### config.mk
export PLATFORM = sky130hd
export DESIGN_NAME = rds_group_time_name_decoder_core
export DESIGN_NICKNAME = d
export VERILOG_FILES = /design/src/rtl/rgtn_pkg.sv /design/src/rtl/rgtn_decode.sv /design/src/rtl/rds_group_time_name_decoder_core.sv
export SDC_FILE = /design/constraint.sdc
export NUM_CORES = 1
export LEC_CHECK = 0
export BUFFER_PORTS_ARGS = -buffer_cell sky130_fd_sc_hd__buf_2
export CAP_MARGIN = 40
export CELL_PAD_IN_SITES_DETAIL_PLACEMENT = 1
export CELL_PAD_IN_SITES_GLOBAL_PLACEMENT = 2
export CORE_MARGIN = 2
export CORE_UTILIZATION = 37
export CTS_CLUSTER_DIAMETER = 40
export DETAILED_ROUTE_END_ITERATION = 16
export PLACE_DENSITY = 0.82
export RECOVER_POWER = 100
export SLEW_MARGIN = 0
export SYNTH_ARGS = -nofsm -noshare
export SYNTH_HDL_FRONTEND = slang
export SYNTH_SLANG_ARGS = --single-unit
### constraint.sdc
create_clock -name clk -period 6.5 [get_ports clk]
set_input_delay 0.975 -clock clk [delete_from_list [all_inputs] [get_ports clk]]
set_output_delay 0.975 -clock clk [all_outputs]
set_load 0.01 [all_outputs]
### src/rtl/rgtn_pkg.sv
package rgtn_pkg;

  localparam int NameChars = 8;
  localparam int CharW     = 7;
  localparam int NameIdxW  = 3;
  localparam int CfgIdxW   = 1;
  localparam int CfgDataW  = 8;

  localparam logic [7:0]  StartReset = 8'd30;
  localparam logic [7:0]  LimitReset = 8'd60;
  localparam logic [6:0]  CharDot    = 7'h2E;
  localparam logic [6:0]  CharSpace  = 7'h20;
  localparam logic [16:0] DayMin     = 17'd57388;
  localparam logic [16:0] DayMax     = 17'd88068;
  localparam logic [4:0]  HourMax    = 5'd23;
  localparam logic [5:0]  MinuteMax  = 6'd59;
  localparam logic signed [5:0] OffMin = -6'sd24;
  localparam logic signed [5:0] OffMax = 6'sd28;
  localparam logic [3:0]  TypeName   = 4'd0;
  localparam logic [3:0]  TypeTime   = 4'd4;

  localparam logic [CfgIdxW-1:0] CfgTimeoutStart = 1'd0;
  localparam logic [CfgIdxW-1:0] CfgTimeoutLimit = 1'd1;

  typedef enum logic [2:0] {
    ST_NONE, ST_REJECT, ST_EBLOCK, ST_NAME, ST_BAD_CHARS, ST_TIME, ST_BAD_TIME, ST_OTHER
  } status_t;

  typedef struct packed {
    logic        cmd;
    logic        tick;
    logic        rds_ready;
    logic        rds_sync;
    logic [3:0]  bit_errors;
    logic        block_e;
    logic [15:0] group_b;
    logic [15:0] group_c;
    logic [15:0] group_d;
  } in_item_t;

  typedef struct packed {
    logic [2:0]  status;
    logic        timed_out;
    logic [1:0]  segment;
    logic [55:0] name_text;
    logic [16:0] local_day;
    logic [4:0]  local_hour;
    logic [5:0]  local_minute;
  } out_item_t;

  // group classification handed from the decoder to the core
  typedef struct packed {
    status_t     status;
    logic        good;
    logic [1:0]  segment;
    logic [6:0]  char_hi;
    logic [6:0]  char_lo;
    logic [16:0] day;
    logic [4:0]  hour;
    logic [5:0]  minute;
  } decode_t;

  function automatic logic char_ok(input logic [6:0] c);
    logic ok;
    ok = (c >= 7'h41 && c <= 7'h5A) || (c >= 7'h61 && c <= 7'h7A) ||
         (c >= 7'h30 && c <= 7'h39) || c == CharSpace || c == 7'h21 || c == 7'h3F;
    return ok;
  endfunction

endpackage

### src/rtl/rgtn_decode.sv
module rgtn_decode (
  input  rgtn_pkg::in_item_t item,
  output rgtn_pkg::decode_t  dec
);
  import rgtn_pkg::*;

  logic [3:0]         gtype;
  logic [6:0]         c1, c2;
  logic [16:0]        day;
  logic [4:0]         hr;
  logic [5:0]         mn;
  logic signed [5:0]  off;
  logic signed [5:0]  off_half;
  logic [6:0]         min_sum;
  logic               carry;
  logic [6:0]         min_adj;
  logic signed [6:0]  hr_sum;
  logic               time_ok;

  assign gtype = item.group_b[15:12];
  assign c1    = item.group_d[14:8];
  assign c2    = item.group_d[6:0];
  assign day   = {item.group_b[1:0], item.group_c[15:1]};
  assign hr    = {item.group_c[0], item.group_d[15:12]};
  assign mn    = item.group_d[11:6];
  assign off   = $signed(item.group_d[5:0]);

  assign time_ok = day >= DayMin && day <= DayMax && hr <= HourMax && mn <= MinuteMax &&
                   off >= OffMin && off <= OffMax;

  // odd half-hour offsets add 30 minutes; whole hours go to the hour
  assign off_half = off >>> 1;
  assign min_sum  = {1'b0, mn} + (off[0] ? 7'd30 : 7'd0);
  assign carry    = min_sum >= 7'd60;
  assign min_adj  = carry ? min_sum - 7'd60 : min_sum;
  assign hr_sum   = $signed({2'b00, hr}) + {off_half[5], off_half} + $signed({6'd0, carry});

  always_comb begin
    dec         = '0;
    dec.status  = ST_OTHER;
    dec.char_hi = (c1 == CharSpace) ? CharDot : c1;
    dec.char_lo = (c2 == CharSpace) ? CharDot : c2;
    dec.segment = item.group_b[1:0];
    if (!item.rds_sync || item.bit_errors != 4'd0) begin
      dec.status = ST_REJECT;
    end else if (item.block_e) begin
      dec.status = ST_EBLOCK;
    end else if (gtype == TypeName) begin
      dec.status = (char_ok(c1) && char_ok(c2)) ? ST_NAME : ST_BAD_CHARS;
    end else if (gtype == TypeTime && !item.group_b[11]) begin
      dec.status = time_ok ? ST_TIME : ST_BAD_TIME;
    end
    dec.good   = dec.status == ST_NAME || dec.status == ST_TIME;
    dec.minute = min_adj[5:0];
    if (hr_sum < 0) begin
      dec.hour = 5'(hr_sum + 7'sd24);
      dec.day  = day - 17'd1;
    end else if (hr_sum >= 7'sd24) begin
      dec.hour = 5'(hr_sum - 7'sd24);
      dec.day  = day + 17'd1;
    end else begin
      dec.hour = hr_sum[4:0];
      dec.day  = day;
    end
  end

endmodule

### src/rtl/rds_group_time_name_decoder_core.sv
// RDS group 0 / 4A decoder core.
// Input register, then result register; the state update is a single pass between the two.
// Throughput: one item per cycle while the output is not stalled by out_ready low.
// Reset (synchronous, rst high): name to dots, last block B to zero, timeout counter and
// timeout_start to 30, timeout_limit to 60, both pipeline registers empty.
module rds_group_time_name_decoder_core (
  input  logic                            clk,
  input  logic                            rst,
  input  logic                            cfg_we,
  input  logic [rgtn_pkg::CfgIdxW-1:0]    cfg_index,
  input  logic [rgtn_pkg::CfgDataW-1:0]   cfg_data,
  input  logic                            in_valid,
  output logic                            in_ready,
  input  rgtn_pkg::in_item_t              in_data,
  output logic                            out_valid,
  input  logic                            out_ready,
  output rgtn_pkg::out_item_t             out_data
);
  import rgtn_pkg::*;

  logic        s1_valid;
  in_item_t    s1_item;
  logic        adv;
  decode_t     dec;

  logic [7:0]  timeout_start, timeout_limit;
  logic [7:0]  timeout_count, timeout_count_next, count_tick;
  logic [15:0] previous_block_b, previous_block_b_next;
  logic [6:0]  station_name      [NameChars];
  logic [6:0]  station_name_next [NameChars];
  out_item_t   res;

  assign adv      = s1_valid && (!out_valid || out_ready);
  assign in_ready = !s1_valid || adv;

  rgtn_decode u_decode (
    .item (s1_item),
    .dec  (dec)
  );

  assign count_tick = (s1_item.tick && timeout_count != 8'd0) ? timeout_count - 8'd1
                                                              : timeout_count;

  always_comb begin
    timeout_count_next    = timeout_count;
    previous_block_b_next = previous_block_b;
    station_name_next     = station_name;
    res                   = '0;
    if (s1_item.cmd) begin
      for (int i = 0; i < NameChars; i++) station_name_next[i] = CharDot;
      previous_block_b_next = '0;
      timeout_count_next    = timeout_start;
    end else if (timeout_count != 8'd0) begin
      timeout_count_next = count_tick;
      if (s1_item.rds_ready && s1_item.group_b != previous_block_b) begin
        previous_block_b_next = s1_item.group_b;
        res.status            = dec.status;
        if (dec.good && count_tick < timeout_limit) begin
          timeout_count_next = count_tick + 8'd1;
        end
        if (dec.status == ST_NAME) begin
          station_name_next[{dec.segment, 1'b0}] = dec.char_hi;
          station_name_next[{dec.segment, 1'b1}] = dec.char_lo;
          res.segment = dec.segment;
        end
        if (dec.status == ST_TIME) begin
          res.local_day    = dec.day;
          res.local_hour   = dec.hour;
          res.local_minute = dec.minute;
        end
      end
    end
    res.timed_out = timeout_count_next == 8'd0;
    for (int i = 0; i < NameChars; i++) res.name_text[i*CharW +: CharW] = station_name_next[i];
  end

  always_ff @(posedge clk) begin
    if (rst) begin
      s1_valid         <= 1'b0;
      out_valid        <= 1'b0;
      timeout_start    <= StartReset;
      timeout_limit    <= LimitReset;
      timeout_count    <= StartReset;
      previous_block_b <= '0;
      for (int i = 0; i < NameChars; i++) station_name[i] <= CharDot;
    end else begin
      if (in_ready) s1_valid <= in_valid;
      if (adv) begin
        out_valid        <= 1'b1;
        timeout_count    <= timeout_count_next;
        previous_block_b <= previous_block_b_next;
        station_name     <= station_name_next;
      end else if (out_ready) begin
        out_valid <= 1'b0;
      end
      if (cfg_we) begin
        unique case (cfg_index)
          CfgTimeoutStart: timeout_start <= cfg_data;
          CfgTimeoutLimit: timeout_limit <= cfg_data;
          default: ;
        endcase
      end
    end
  end

  always_ff @(posedge clk) begin
    if (in_valid && in_ready) s1_item <= in_data;
    if (adv) out_data <= res;
  end

endmodule

# After elaboration in Yosys (flattened, before gate mapping)
# Index checks and enable logic that the tools add are counted.
[totals] word_cells=166 regBits=245 input_bits=71
[op_classes] n_mux=32 n_addsub=10 n_bitwise=7 eq_ne=10 reduce_logical=51 n_lt_le_gt_ge=26
[ops] op="$mux 56" n=4
[ops] op="$bwmux 56" n=2
[ops] op="$mux 16" n=3
[ops] op="$mux 22" n=2
[ops] op="$demux 7 s3" n=2
[ops] op="$eq 7x6->1 const B" n=6
[ops] op="$mux 8" n=5
[ops] op="$ge 7x6->1 const B" n=4
[ops] op="$ge 7x7->1 const B" n=4
[ops] op="$le 7x7->1 const B" n=4
[ops] op="$mux 7" n=4
[ops] op="$logic_and 1x1->1" n=20
[ops] op="$add 17x1->17 const B" n=1
[ops] op="$ge 17x16->1 const B" n=1
[ops] op="$le 17x17->1 const B" n=1
[ops] op="$sub 17x1->17 const B" n=1
[ops] op="$ne 16x16->1" n=1
[ops] op="$mux 3" n=5
[ops] op="$add 6x5->7" n=2
[ops] op="$le 7x6->1 const B" n=2
[ops] op="$logic_or 1x1->1" n=14
[ops] op="$le 6x6->1 const B" n=2
[ops] op="$add 8x1->8 const B" n=1
[ops] op="$ge 4x4->1 const B" n=2
[ops] op="other kinds (29)" n=43

# Logic depth before layout (Yosys ltp)
# Gate-level depths: netlist of run 1.
[depth] word_depth=20 mapped_depth=24

# Modules after synthesis
# Synthesis of run 1 repeated with hierarchy kept, for this count alone.
[hier_totals] hier_cells=1150 hier_area_um2=11957.7
[by_module_without_submodules] module="rds_group_time_name_decoder_core" cells_per_inst=895 instances=1 area_each_um2=10289.9
[by_module_without_submodules] module="rgtn_decode" cells_per_inst=255 instances=1 area_each_um2=1667.8

# Least setup slack after synthesis of run 1
# OpenSTA, ideal clock, no wires.
[synth_path] path_kind="register to register" start="register s1_item[0] (netlist bit)" end="register out_data[14] (netlist bit), data pin" path_slack_ps=1502 path_stages_with_launch=24 arrival_time_ps=4732 required_ps=6234 setup_time_ps=266 path_cell_list="edfxtp_1 buf_2 inv_1 fa_1 xnor2_1 ha_1 a31o_2 a31oi_1 o221ai_1 fa_1 inv_1 fa_1 nor2b_1 o21a_1 o21a_1 or2_2 ha_1 inv_1 a22oi_1 or2_2 clkbuf_1 a41oi_1 xor2_1 nor2_1"
[synth_between] elab_chain_len=15 word_cells_on_any_way=39
[synth_lines] element="start: declaration" line="rds_group_time_name_decoder_core.sv:22" rtl="in_item_t s1_item;"
[synth_lines] element="start signal: assignment" line="rds_group_time_name_decoder_core.sv:107" rtl="if (in_valid && in_ready) s1_item <= in_data;"
[synth_lines] element="branches (longest 15 deep; another with $add 6x5->7)"
[synth_lines] element="end signal: assignment" line="rds_group_time_name_decoder_core.sv:108" rtl="if (adv) out_data <= res;"
[synth_lines] element="end: declaration" line="rds_group_time_name_decoder_core.sv:17" rtl="output rgtn_pkg::out_item_t out_data"
# Parallel ways; which one is timed is not known.
# A chain may end at the register's enable or synchronous reset.

# Worst setup path after layout of run 1
[layout_path] start="register s1_item[0] (netlist bit)" end="register out_data[26] (netlist bit), data pin"
# The elaborated chain is that of the path after synthesis.

==> flow_summary.toml, run 1 <==
[outcome]
status = "complete, but fails checks"
violations = "capacitance limit, slew limit"

[global_routing]
grt_max_degree = 68
antenna_found_initial = 0
use_met2 = 0.3560
grt_pass1_vias = 9568
grtUsageMet1 = 0.2697
track_usage = 0.2088
grt_pass1_wl_mm = 54.58
top_usage_layer = "met2"
grt.overflow.total = 0
use_met3 = 0.03650

[route]
ant_nets = 0
drc = 0
vias_per_cell = 5.476
via_count = 9528
wl_per_cell_microns = 20.15
drt-total-wl_mm = 35.06
first_iter_violations = 612
first_pass_iters = 5

[yosys]
synth_nets = 1254
synth_cell_types = 82
avgSynthCellArea_sq_um = 10.10
synth_top_area_frac = 0.3780
postSynthCellCount = 1156
seq_area_frac_synth = 0.5460
yosysTopAreaCell = "edfxtp_1"
synth_flop_cell = "edfxtp_1"
synth_edf_count = 147
synth_area_sq_um = 11680
ys_ff_latch = 245
synthArstFlopShare = 0
synth.area.top_cells = "edfxtp_1 38%, dfxtp_1 17%, nand2_1 5.7%"
yosysWarnings = 0

[setup_path]
path_max_fanout = 12
crit_buf_inv = 3
path_cells = "ha_1 > inv_1 > fa_1 > xnor2_1 > ha_1 > a31o_2 > a31oi_1 > o221ai_1 > fa_1 > inv_1 > fa_1 > nor2b_1 > o21a_1 > o21a_1 > or2_2 > ha_1 > inv_1 > a22oi_1 > nor2_1 > nor4_1 > nor2_1 > mux2_2"
worstSetupPathType = "flop to flop"
crit_required_ps = 6760
worst-endpoint-arrival_ps = 6040
slowest_stage = "edfxtp_1"
path_delay_family = "adder cells"
critPathMaxStageDelay_ps = 620
critPathLaunchType = "flop"
cp-end-kind = "flop"

[die]
die_h_microns = 181.7
die_w_microns = 181.7
pin_count = 163
core_sq_um = 31310
num_rows = 65
die_area_sq_um = 33000
start_util = 0.3729

[clock_network]
clkSinkCount = 245
root_buffer = "clkbuf_16"
clock_path_buffers = 3
cts_tree = "done"
cts_buffers = 38
clkTransAtPathRegs_ps = 60
post_cts_resize_count = 0
cts_setup_buffers = 0
clk_latency_ps = 530
htreeDepth = 2
ctsHoldBuffers = 0

[timing]
worstMarginPinSlew_ps = 3289
max-slew-margin-rel = -1.193
final-setup-viol-count = 0
setup-tns-final_ps = 0
period_share = 0.8899
post-route-min-period_ps = 5784
slew_violations = 195
rsz0062_at_grt = "false"
hold_viol_final = 0
skew_ps = 27.90
fmax_mhz = 172.9

[power]
leakage_nw = 4.860
powerDensity_nw_per_um2 = 304.4
total_power_w = 0.004270
peakVddDrop_mv = 0.1983

[place]
port_buffers = 162
dp_hpwl_mm = 24.76
gp_congestion = 0.8746

[final_layout]
final_cell_mix = "177 x nand2_1, 147 x edfxtp_1, 127 x nor2_1"
nNetsFinal = 1406
drive_above_1_share = 0.1241
syn2layout_area_growth_pct = 20.15
final_common_cell = "nand2_1"
num_antenna_cells = 0

[job]
cap_violations = 4

[worst_hold_path]
hp-class = "flop to flop"
## synthesized netlist by cell type (7+ instances only)
cell and instances:
nor2b_1 10, ha_1 24, nand2b_1 11, nor4_1 11, and2_1 7, inv_1 36, nand4_1 15, edfxtp_1 147
nand3_1 37, or3_1 12, o32ai_1 13, clkbuf_1 54, nor2_1 126, o22ai_1 23, or2_2 11, nor3_1 23
a21oi_1 60, xnor2_1 35, a31oi_1 7, xor2_1 13, o21a_1 8, o21ai_0 21, a22oi_1 29, mux2i_1 7
nand2_1 177, nor3b_1 7, dfxtp_1 98, o211ai_1 34, a32oi_1 7
## metrics by stage
stage | instances | hold WS (ps) | setup slack [ps] | area, sq um | util
2_1_floorplan | 1156 | 436.0 | 1502 | 11680 | -
3_3_place_gp | 1668 | 447.7 | 890.7 | 12830 | 0.4098
3_5_place_dp | 1670 | 460.5 | 733.7 | 12860 | 0.4106
4_1_cts | 1740 | 468.4 | 676.1 | 14240 | 0.4548
5_1_grt | 1740 | 490.8 | 224.9 | 14030 | 0.4481
6_report | 1740 | 461.7 | 716.0 | 14030 | 0.4481
## worst reg2reg max path, cell delays in order (launching register included)
cell and delay, ps:
edfxtp_1 620, ha_1 240, inv_1 50, fa_1 400, xnor2_1 170, ha_1 230
a31o_2 250, a31oi_1 170, o221ai_1 300, fa_1 490, inv_1 100, fa_1 220
nor2b_1 70, o21a_1 200, o21a_1 180, or2_2 330, ha_1 190, inv_1 50
a22oi_1 90, nor2_1 560, nor4_1 140, nor2_1 140, mux2_2 330
## cell type report
type                    instances  area (sq um)
inverters                      38         143.9
clock buffers                  48          1040
well taps                     402         503.0
clock inverters                22         342.8
fillers                      3537         17280
flip-flops and latches        245          6376
repair buffers                176         767.0
multi-input cells             809          4858
## power breakdown
part	internal [W]	switching (W)	total [W]
sequential	0.00170	0.0000597	0.00176
clock	0.00143	0.000747	0.00218
combinational	0.000115	0.000216	0.000331
total	0.00325	0.00102	0.00427
## worst paths after layout
check | to | from | depth (start not counted) | slack, ps
setup / recovery | out_data[26] | s1_item[0] | 22 | 720
hold / removal | timeout_limit[1] | timeout_limit[1] | 2 | 460
setup reg to reg | out_data[26] | s1_item[0] | 22 | 720
hold reg to reg | timeout_limit[1] | timeout_limit[1] | 2 | 460
## sequential cells by signal, indices dropped and copies added (netlist names)
signal            flops
out_data             90
out_valid             1
previous_block_b     16
s1_item              57
s1_valid              1
station_name         56
timeout_count         8
timeout_limit         8
timeout_start         8
## cell families (layout without fill, tap and decap cells)
family	after synthesis	count (layout)	share of synthesized area
mux	10	10	0.008893
buf+inv	102	284	0.03407
simple gates	473	473	0.1940
fa+ha+maj	27	27	0.03086
xor+xnor	48	48	0.03600
compound gates	251	251	0.1501
flops	245	245	0.5460
## routing by layer
metal / vias up / share of wire
met1: 4690 / 0.43
met2: 254 / 0.49
met3: 58 / 0.052
met4: 0 / 0.028
li1: 4526 / -
met5: - / 0
(Power assumes the default switching activity.)
==> run 2: changes to the inputs <==
--- a/config.mk
+++ b/config.mk
@@ -5,17 +5,17 @@
 export SDC_FILE = /design/constraint.sdc
 export NUM_CORES = 1
 export LEC_CHECK = 0
+export ABC_AREA = 1
 export BUFFER_PORTS_ARGS = -buffer_cell sky130_fd_sc_hd__buf_2
 export CAP_MARGIN = 40
 export CELL_PAD_IN_SITES_DETAIL_PLACEMENT = 1
 export CELL_PAD_IN_SITES_GLOBAL_PLACEMENT = 2
 export CORE_MARGIN = 2
-export CORE_UTILIZATION = 37
+export CORE_UTILIZATION = 35
 export CTS_CLUSTER_DIAMETER = 40
 export DETAILED_ROUTE_END_ITERATION = 16
-export PLACE_DENSITY = 0.82
+export PLACE_DENSITY = 0.81
 export RECOVER_POWER = 100
-export SLEW_MARGIN = 0
 export SYNTH_ARGS = -nofsm -noshare
 export SYNTH_HDL_FRONTEND = slang
 export SYNTH_SLANG_ARGS = --single-unit
==> flow_summary.toml, run 2 <==
[outcome]
status = "complete, but fails checks"
violations = "capacitance limit, slew limit"

[final_layout]
reg.largest.list = "out_data (90), s1_item (57), station_name (56)"
regMostFlops = "out_data"
drive_above_1_share = 0.1274
syn2layout_area_growth_pct = 20.52
num_antenna_cells = 0
largest_register_ffs = 90
final_common_cell = "nand2_1"
final_cell_mix = "274 x nand2_1, 150 x nor2_1, 147 x edfxtp_1"
nNetsFinal = 1586

[yosys]
yosysWarnings = 0
avgSynthCellArea_sq_um = 8.931
synth_edf_count = 147
synth_flop_cell = "edfxtp_1"
synth.area.top_cells = "edfxtp_1 38%, dfxtp_1 17%, nand2_1 8.6%"
yosysTopAreaCell = "edfxtp_1"
postSynthCellCount = 1316
ys_ff_latch = 245
synth_compound_area_frac = 0.1419
synth_top_area_frac = 0.3756
synth_nets = 1414
synthArstFlopShare = 0
synthMuxAreaShare = 0
synthXorXnorAreaFrac = 0.01788
synth_fa_ha_area_frac = 0.03066
seq_area_frac_synth = 0.5425
synth_cell_types = 50
synth_most_common_cell = "nand2_1"
synthTopCellsByCount = "269 x nand2_1, 147 x edfxtp_1, 145 x nor2_1"
synth_top_family_by_area = "simple AND/OR/NAND/NOR gates"
synth_area_sq_um = 11750
synthSimpleGateAreaFrac = 0.1997

[clock_network]
post_cts_resize_count = 0
cts_setup_buffers = 0
clkTransAtPathRegs_ps = 50
htreeDepth = 2
ctsHoldBuffers = 0
cts_buffers = 44
clock_path_buffers = 3
root_buffer = "clkbuf_16"
clkSinkCount = 245
clk_latency_ps = 560
cts_tree = "done"

[timing]
period_share = 0.8805
fmax_mhz = 174.7
slew_violations = 158
hold_viol_final = 0
post-route-min-period_ps = 5724
whs_ps = 463.3
max-slew-margin-rel = -1.026
final-setup-viol-count = 0
skew_ps = 32.98
setup-tns-final_ps = 0
rsz0062_at_grt = "false"
worstMarginPinSlew_ps = 3038

[place]
dp_hpwl_mm = 24.44
gp_congestion = 0.8756
port_buffers = 162

[global_routing]
grt_pass1_wl_mm = 55.57
track_usage = 0.1995
grt.overflow.total = 0
grt_max_degree = 101
antenna_found_initial = 1
grt_pass1_vias = 10166

[die]
core_sq_um = 33280
die_area_sq_um = 35060
num_rows = 67
start_util = 0.3532
pin_count = 163
die_h_microns = 187.3
die_w_microns = 187.3

[setup_path]
worstSetupPathType = "input pin to flop"
critPathLaunchType = "input pin"
crit_required_ps = 6930
critPathMaxStageDelay_ps = 2010
path_max_fanout = 50
cp-end-kind = "flop"
crit_buf_inv = 6
path_cells = "buf_2 > inv_1 > nand2_1 > nand2_1 > clkbuf_1 > clkinvlp_2 > buf_4 > nor2_1 > nor2_1 > o21ai_0 > inv_1"
slowest_stage = "clkinvlp_2"
worst-endpoint-arrival_ps = 6150
path_delay_family = "buffers and inverters"

[worst_hold_path]
hp-class = "flop to flop"

[route]
vias_per_cell = 4.982
via_count = 9819
wl_per_cell_microns = 17.68
first_iter_violations = 450
drc = 0
first_pass_iters = 4
ant_nets = 0
drt-total-wl_mm = 34.85

[job]
cap_violations = 3

[power]
peakVddDrop_mv = 0.2013
powerDensity_nw_per_um2 = 311.9
leakage_nw = 5.798
-- run 2: cell types whose count changed after synthesis, moves of 19 or more --
cell	delta
nand2_1	+92
a22oi_1	-29
nor2_1	+19
o22ai_1	-22
o21ai_0	+60
inv_1	+92
clkbuf_1	-30
o211ai_1	-21
a21oi_1	+64
xnor2_1	-30
-- run 2: final timing paths --
check,end,depth (start not counted),slack (ps),from
setup / recovery,timeout_count[7],11,780,out_ready
hold / removal,previous_block_b[6],2,460,previous_block_b[6]
setup reg to reg,out_data[22],29,900,s1_item[0]
hold reg to reg,previous_block_b[6],2,460,previous_block_b[6]
-- run 2: layout make-up --
cell class                      count  area (sq um)
Sequential cell                   245          6376
Clock buffer                       49          1120
Multi-Input combinational cell    875          4471
Timing Repair Buffer              172         770.7
Inverter                          150         566.8
Clock inverter                     32         301.5
Tap cell                          448         560.5
Fill cell                        3967         19110
-- run 2: worst reg2reg max path: cells and delay by family, from the launching register on --
| family | cells | cell delay, ps |
|---|---|---|
| DFF | 1 | 600 |
| buffers and inverters | 5 | 550 |
| and+or+nand+nor | 14 | 1920 |
| adders and majority gates | 5 | 1500 |
| AOI/OAI and AO/OA | 4 | 490 |
| xor gates and xnor gates | 1 | 310 |
-- run 2: routing by layer --
layer	up-vias	track usage	part of all wire
met5	-	0	0.00023
met4	2	0.06716	0.028
met3	63	0.03921	0.046
met2	210	0.3320	0.47
met1	4772	0.2601	0.45
li1	4772	-	-
-- run 2: report_power, final --
part	internal (W)	switching, W	total [W]	leakage [nW]
Combinational	0.000128	0.000266	0.000393	2.97
Clock	0.00141	0.000818	0.00222	0.694
Sequential	0.00174	0.0000621	0.00180	2.13
Total	0.00327	0.00115	0.00442	5.80
-- run 2: per-stage QoR --
step	setup slack, ps	area (sq um)	power (W)	util	std cells
2_1_floorplan	1999	11750	0.002084	-	1316
3_3_place_gp	1277	12960	0.002220	0.3893	1887
3_5_place_dp	1078	13000	0.002236	0.3905	1890
4_1_cts	1050	14420	0.004483	0.4332	1971
5_1_grt	289.6	14170	0.004604	0.4257	1971
6_report	776.5	14170	0.004418	0.4257	1971
-- run 2: cells by family (layout without fill, tap and decap cells) --
logic type,Yosys count,count (layout)
flops,245,245
fa+ha+maj,27,27
xor+xnor,24,24
simple gates,534,534
buf+inv,196,403
compound gates,290,290
